## config.mk

```make
export PLATFORM = sky130hd
export DESIGN_NAME = sgma_interp
export DESIGN_NICKNAME = d
export VERILOG_FILES = /design/src/sv/staggered_grid_midpoint_advection_core_macros.svh /design/src/sv/sgma_pkg.sv /design/src/sv/sgma_interp.sv
export SDC_FILE = /design/constraint.sdc
export NUM_CORES = 2
export LEC_CHECK = 0
export BUFFER_PORTS_ARGS = -buffer_cell sky130_fd_sc_hd__buf_2
export CAP_MARGIN = 20
export CORE_MARGIN = 3
export CORE_UTILIZATION = 40
export DETAILED_ROUTE_END_ITERATION = 16
export PLACE_DENSITY = 0.65
export SLEW_MARGIN = 20
export SYNTH_ARGS = -nofsm -noshare
export SYNTH_HDL_FRONTEND = slang
export SYNTH_SLANG_ARGS = --single-unit
```

## constraint.sdc

```tcl
create_clock -name clk -period 12.37 [get_ports clk]
set_input_delay 2.474 -clock clk [delete_from_list [all_inputs] [get_ports clk]]
set_output_delay 2.474 -clock clk [all_outputs]
set_load 0.02 [all_outputs]
```

## src/sv/staggered_grid_midpoint_advection_core_macros.svh

```systemverilog
// assertion macros for the staggered grid midpoint advection core
// used by the top level rtl file of the core, no other dependencies
`ifndef STAGGERED_GRID_MIDPOINT_ADVECTION_CORE_MACROS_SVH
`define STAGGERED_GRID_MIDPOINT_ADVECTION_CORE_MACROS_SVH
`ifndef SYNTHESIS
`define SGMA_ASSERT_IMP(lbl, clk, rst_n, ante, cons, msg) \
	lbl: assert property (@(posedge clk) disable iff (!rst_n) (ante) |-> (cons)) else $error(msg);
`define SGMA_ASSERT_NXT(lbl, clk, rst_n, ante, cons, msg) \
	lbl: assert property (@(posedge clk) disable iff (!rst_n) (ante) |=> (cons)) else $error(msg);
`else
`define SGMA_ASSERT_IMP(lbl, clk, rst_n, ante, cons, msg)
`define SGMA_ASSERT_NXT(lbl, clk, rst_n, ante, cons, msg)
`endif
`endif

```

## src/sv/sgma_pkg.sv

```systemverilog
// shared constants, codes and arithmetic helpers of the advection core
// no dependencies
`default_nettype none
package sgma_pkg;
	localparam int DEF_MAX_COLS = 64;
	localparam int DEF_MAX_ROWS = 64;
	localparam int KIND_W = 2;
	localparam int FACE_W = 7;
	localparam int DATA_W = 32;
	localparam int FRAC_W = 16;
	localparam int CFG_W = 31;
	localparam int CFG_IDX_W = 3;
	localparam int GRID_W = 7;
	localparam int IDX_W = 18;

	localparam logic [KIND_W-1:0] KIND_LOAD_H = 2'd0;
	localparam logic [KIND_W-1:0] KIND_LOAD_V = 2'd1;
	localparam logic [KIND_W-1:0] KIND_ADVECT = 2'd2;

	localparam logic [CFG_IDX_W-1:0] REG_CELL_SIZE = 3'd0;
	localparam logic [CFG_IDX_W-1:0] REG_INV_CELL = 3'd1;
	localparam logic [CFG_IDX_W-1:0] REG_TIME_STEP = 3'd2;
	localparam logic [CFG_IDX_W-1:0] REG_GRID_COLS = 3'd3;
	localparam logic [CFG_IDX_W-1:0] REG_GRID_ROWS = 3'd4;

	localparam logic [CFG_W-1:0] RST_CELL_SIZE = 31'd65536;
	localparam logic [CFG_W-1:0] RST_INV_CELL = 31'd65536;
	localparam logic [CFG_W-1:0] RST_TIME_STEP = 31'd655;
	localparam logic [GRID_W-1:0] RST_GRID = 7'd64;

	localparam logic signed [63:0] S32_MAX = 64'sd2147483647;
	localparam logic signed [63:0] S32_MIN = -64'sd2147483648;

	function automatic logic signed [DATA_W-1:0] sat32(input logic signed [63:0] v);
		if (v > S32_MAX) begin
			return 32'sh7fffffff;
		end else if (v < S32_MIN) begin
			return 32'sh80000000;
		end else begin
			return v[DATA_W-1:0];
		end
	endfunction

	function automatic logic [IDX_W-1:0] clamp_idx(input logic signed [IDX_W-1:0] v,
			input logic signed [IDX_W-1:0] hi);
		if (v < 0) begin
			return '0;
		end else if (v > hi) begin
			return hi;
		end else begin
			return v;
		end
	endfunction
endpackage
`default_nettype wire

```

## src/sv/sgma_interp.sv

```systemverilog
// four stage bilinear interpolation of a 2x2 corner set, x first then y
// depends on sgma_pkg
`default_nettype none
module sgma_interp (
	input logic clk,
	input logic signed [sgma_pkg::DATA_W-1:0] c00,
	input logic signed [sgma_pkg::DATA_W-1:0] c10,
	input logic signed [sgma_pkg::DATA_W-1:0] c01,
	input logic signed [sgma_pkg::DATA_W-1:0] c11,
	input logic [sgma_pkg::FRAC_W-1:0] fx,
	input logic [sgma_pkg::FRAC_W-1:0] fy,
	output logic signed [sgma_pkg::DATA_W-1:0] smp
);
	import sgma_pkg::*;

	localparam int DW = DATA_W + 1;
	localparam int PW = DATA_W + FRAC_W + 2;

	logic signed [DW-1:0] d0, d1, dy;
	logic signed [PW-1:0] t0, t1, t2;
	logic signed [DATA_W-1:0] base0_s1, base1_s1, r0_s2, r1_s2, r0_s3;
	logic signed [PW-1:0] p0_s1, p1_s1, p_s3;
	logic [FRAC_W-1:0] fy_s1, fy_s2;

	always_comb begin
		d0 = DW'(c10) - DW'(c00);
		d1 = DW'(c11) - DW'(c01);
		t0 = PW'(base0_s1) + (p0_s1 >>> FRAC_W);
		t1 = PW'(base1_s1) + (p1_s1 >>> FRAC_W);
		dy = DW'(r1_s2) - DW'(r0_s2);
		t2 = PW'(r0_s3) + (p_s3 >>> FRAC_W);
	end

	always_ff @(posedge clk) begin
		base0_s1 <= c00;
		base1_s1 <= c01;
		p0_s1 <= $signed({1'b0, fx}) * d0;
		p1_s1 <= $signed({1'b0, fx}) * d1;
		fy_s1 <= fy;
		r0_s2 <= t0[DATA_W-1:0];
		r1_s2 <= t1[DATA_W-1:0];
		fy_s2 <= fy_s1;
		r0_s3 <= r0_s2;
		p_s3 <= $signed({1'b0, fy_s2}) * dy;
		smp <= t2[DATA_W-1:0];
	end
endmodule
`default_nettype wire

```

==> results.sh <==
export IMPL_status="complete, no violations"
export IMPL_yosys_area_share_simple=0.161
export IMPL_clock_latency_ns=0.65
export IMPL_drt_iter0_drc=3296
export IMPL_cts_sinks=320
export IMPL_die_h_um=423
export IMPL_r2r_cells=34
export IMPL_slowest_delay_ns=0.54
export IMPL_cap_violations=0
export IMPL_worstSetupStartpoint="c01[0]"
export IMPL_finalCritPeriodShare=0.912
export IMPL_tightest_slew_ns=1.15
export IMPL_post_route_min_period_ns=11.28
export IMPL_r2r_setup_slack_ns=1.94
export IMPL_multiInputGateArea_um2=55200
export IMPL_setup_tns_ns=0
export IMPL_dp_hpwl_mm=160
export IMPL_synth_edf_count=0
export IMPL_grt_total_usage=0.223
export IMPL_crit_type="input pin to flop"
export IMPL_fmax_mhz=88.7
export IMPL_cp_slowest_cell="fa_1"
export IMPL_r2r_start="r0_s2[0]"
export IMPL_io_pins=193
export IMPL_first_global_vias=56400
export IMPL_grt_max_degree=53
export IMPL_finalMaxSlewViolations=0
export IMPL_synth_seq_cells=320
export IMPL_cp_end_kind="flop"
export IMPL_cts_max_level=2
export IMPL_rows=152
export IMPL_clkTransAtPathRegs_ns=0.05
export IMPL_start_kind="input pin"
export IMPL_root_buffer="clkbuf_16"
export IMPL_antenna_found_initial=9
export IMPL_synth_xor_area_share=0.0370
export IMPL_final_util=0.436
export IMPL_cts_resized=0
export IMPL_setup_viol=0
export IMPL_first_pass_iters=5
export IMPL_grt_overflow=0
export IMPL_synth_cell_types=80
export IMPL_drtAntennaViolNets=0
export IMPL_layout_drive_gt1_share=0.0581
export IMPL_crit_fanout=32
export IMPL_hold_viol=0
export IMPL_synth_fp_nets=9995
export IMPL_synth_compound_area_share=0.0763
export IMPL_totalWireLength_mm=197
export IMPL_dpl_instance_area_um2=73500
export IMPL_stdcell_area_um2=75100
export IMPL_synthArstFlopShare=0
export IMPL_arrival_ns=11.79
export IMPL_synth_warnings=0
export IMPL_cts_max_path_buffers=3
export IMPL_r2r_end="p_s3[47]"
export IMPL_via_per_inst=5.08
export IMPL_synth_adder_area_share=0.515
export IMPL_vias=52100
export IMPL_cts_hold_buf=0
export IMPL_post_cts_setup_buffer_count=0
export IMPL_port_buffers=192
export IMPL_areaGrowthSynthToFinish_pct=7.82
export IMPL_cts_tree="yes"
export IMPL_synth_top_family_by_area="adder cells"
export IMPL_fin_skew_ns=0.0411
export IMPL_fill_cells=16900
export IMPL_synthMuxAreaShare=0.00174
export IMPL_die_area_um2=179000
export IMPL_syn_inst=7848
export IMPL_synth_ff_type="dfxtp_1"
export IMPL_rsz0062_at_grt="false"
export IMPL_gp_congestion=0.919
export IMPL_nets=10100
export IMPL_hold_end="fy_s2[11]"
export IMPL_critical_path_required_ns=12.88
export IMPL_drc=0
export IMPL_synth_seq_area_share=0.0920
export IMPL_syn_avg_cell_area_um2=8.87
export IMPL_die_x_um=423
export IMPL_fin_cells=10300
export IMPL_cp_common_cell="fa_1"
export IMPL_core_area_um2=172000
export IMPL_start_util=0.404
export IMPL_numCtsBuffers=44
export IMPL_seq_area_um2=6410
export IMPL_synth_cell_area_um2=69600
export IMPL_hold_class="flop to flop"
export IMPL_slew_headroom=0.233
export IMPL_grt_pass1_wl_mm=313
export IMPL_hold_start="fy_s1[11]"
export IMPL_placed_cells=10200
export IMPL_whs_path_depth=0
export IMPL_detail_route_wl_per_cell_um=19.2
-- registers in the layout, summed over array words and instances, names as in the netlist --
signal    count
r0_s3        32
r0_s2        32
fy_s1        16
p1_s1        32
fy_s2        16
r1_s2        32
base1_s1     32
p0_s1        32
base0_s1     32
p_s3         32
smp          32
-- routing by layer --
| metal | wire [um] | up-vias | global-route usage |
|---|---|---|---|
| met5 | 19 | - | 0 |
| met2 | 96100 | 1495 | 0.381 |
| met1 | 80300 | 26600 | 0.280 |
| met3 | 10500 | 390 | 0.0301 |
| li1 | - | 23600 | - |
| met4 | 10300 | 4 | 0.101 |
-- cell usage after synthesis (all sizes together) (11+ instances only) --
library cell | number | area, um^2
nand3 | 127 | 636
and3 | 31 | 194
xnor2 | 221 | 1940
o211ai | 20 | 150
a211oi | 31 | 233
or2 | 12 | 75.1
nand2b | 63 | 394
or3 | 11 | 68.8
ha | 530 | 6630
a311o | 14 | 140
nor2 | 186 | 698
o21ai | 163 | 816
xor2 | 68 | 596
a21boi | 13 | 97.6
o31ai | 12 | 95.1
inv | 1853 | 6960
fa | 1456 | 29100
buf | 12 | 61.3
o21a | 66 | 495
o211a | 16 | 160
a21o | 109 | 818
nor3 | 44 | 220
o21bai | 26 | 195
clkbuf | 307 | 1150
nand4 | 18 | 113
nand2 | 904 | 3390
a21oi | 229 | 1150
nor2b | 140 | 876
a31oi | 20 | 125
mux2i | 11 | 110
o22ai | 12 | 75.1
and2 | 672 | 4200
dfxtp | 320 | 6410
-- layout by cell type (no fill, tap or decap), types with 143 or more instances in the layout --
master   Yosys  routed
inv_1     1852    1852
fa_1      1456    1456
nand2_1    904     904
and2_1     672     672
ha_1       530     530
dfxtp_1    320     318
a21oi_1    227     226
xnor2_1    221     206
buf_2        7     188
nor2_1     186     184
o21ai_0    159     159
buf_4        0     143
-- cell families (layout without fill, tap and decap cells) --
logic type | after synthesis | count (layout)
compound gates | 812 | 812
mux | 12 | 12
buf+inv | 2172 | 2265
fa+ha+maj | 1994 | 1994
xor+xnor | 291 | 291
simple gates | 2247 | 2247
other cells | 0 | 8
flops | 320 | 320
-- worst max-delay path: cells and delay by family --
kind	cells	cell delay, ns
XOR/XNOR	1	0.19
AND/OR/NAND/NOR	5	0.86
buffers and inverters	6	0.65
adder cells (fa/ha/maj)	9	3.99
AO/OA/AOI/OAI	14	3.61
-- worst max-delay path by stage --
stage | endpoint | slack (ns) | cells after the start
finish | p1_s1[47] | 1.09 | 35
global route | p1_s1[47] | 0.50 | 36
CTS | p1_s1[47] | 1.14 | 35
detailed placement | p1_s1[47] | 0.49 | 35
global placement | p1_s1[47] | 0.70 | 35
floorplan | p0_s1[46] | 1.63 | 36
-- stage by stage --
step / setup slack (ns) / hold slack, ns
6_report: 1.09 / 0.324
2_1_floorplan: 1.63 / 0.310
3_3_place_gp: 0.704 / 0.312
3_5_place_dp: 0.491 / 0.314
4_1_cts: 1.14 / 0.329
5_1_grt: 0.505 / 0.329
-- area by class of cell --
| cell class | instances | share of cell area |
|---|---|---|
| inverter | 1853 | 0.0926 |
| timing repair buffer | 332 | 0.0271 |
| multi-input combinational | 5356 | 0.735 |
| clock inverter | 31 | 0.00578 |
| tap | 2310 | 0.0385 |
| antenna | 8 | 0.000267 |
| sequential | 320 | 0.0854 |
| clock buffer | 49 | 0.0152 |
Power is left out: the tool's default activity adds up to more than one toggle a clock period on the data nets, which glitch-free logic cannot reach.
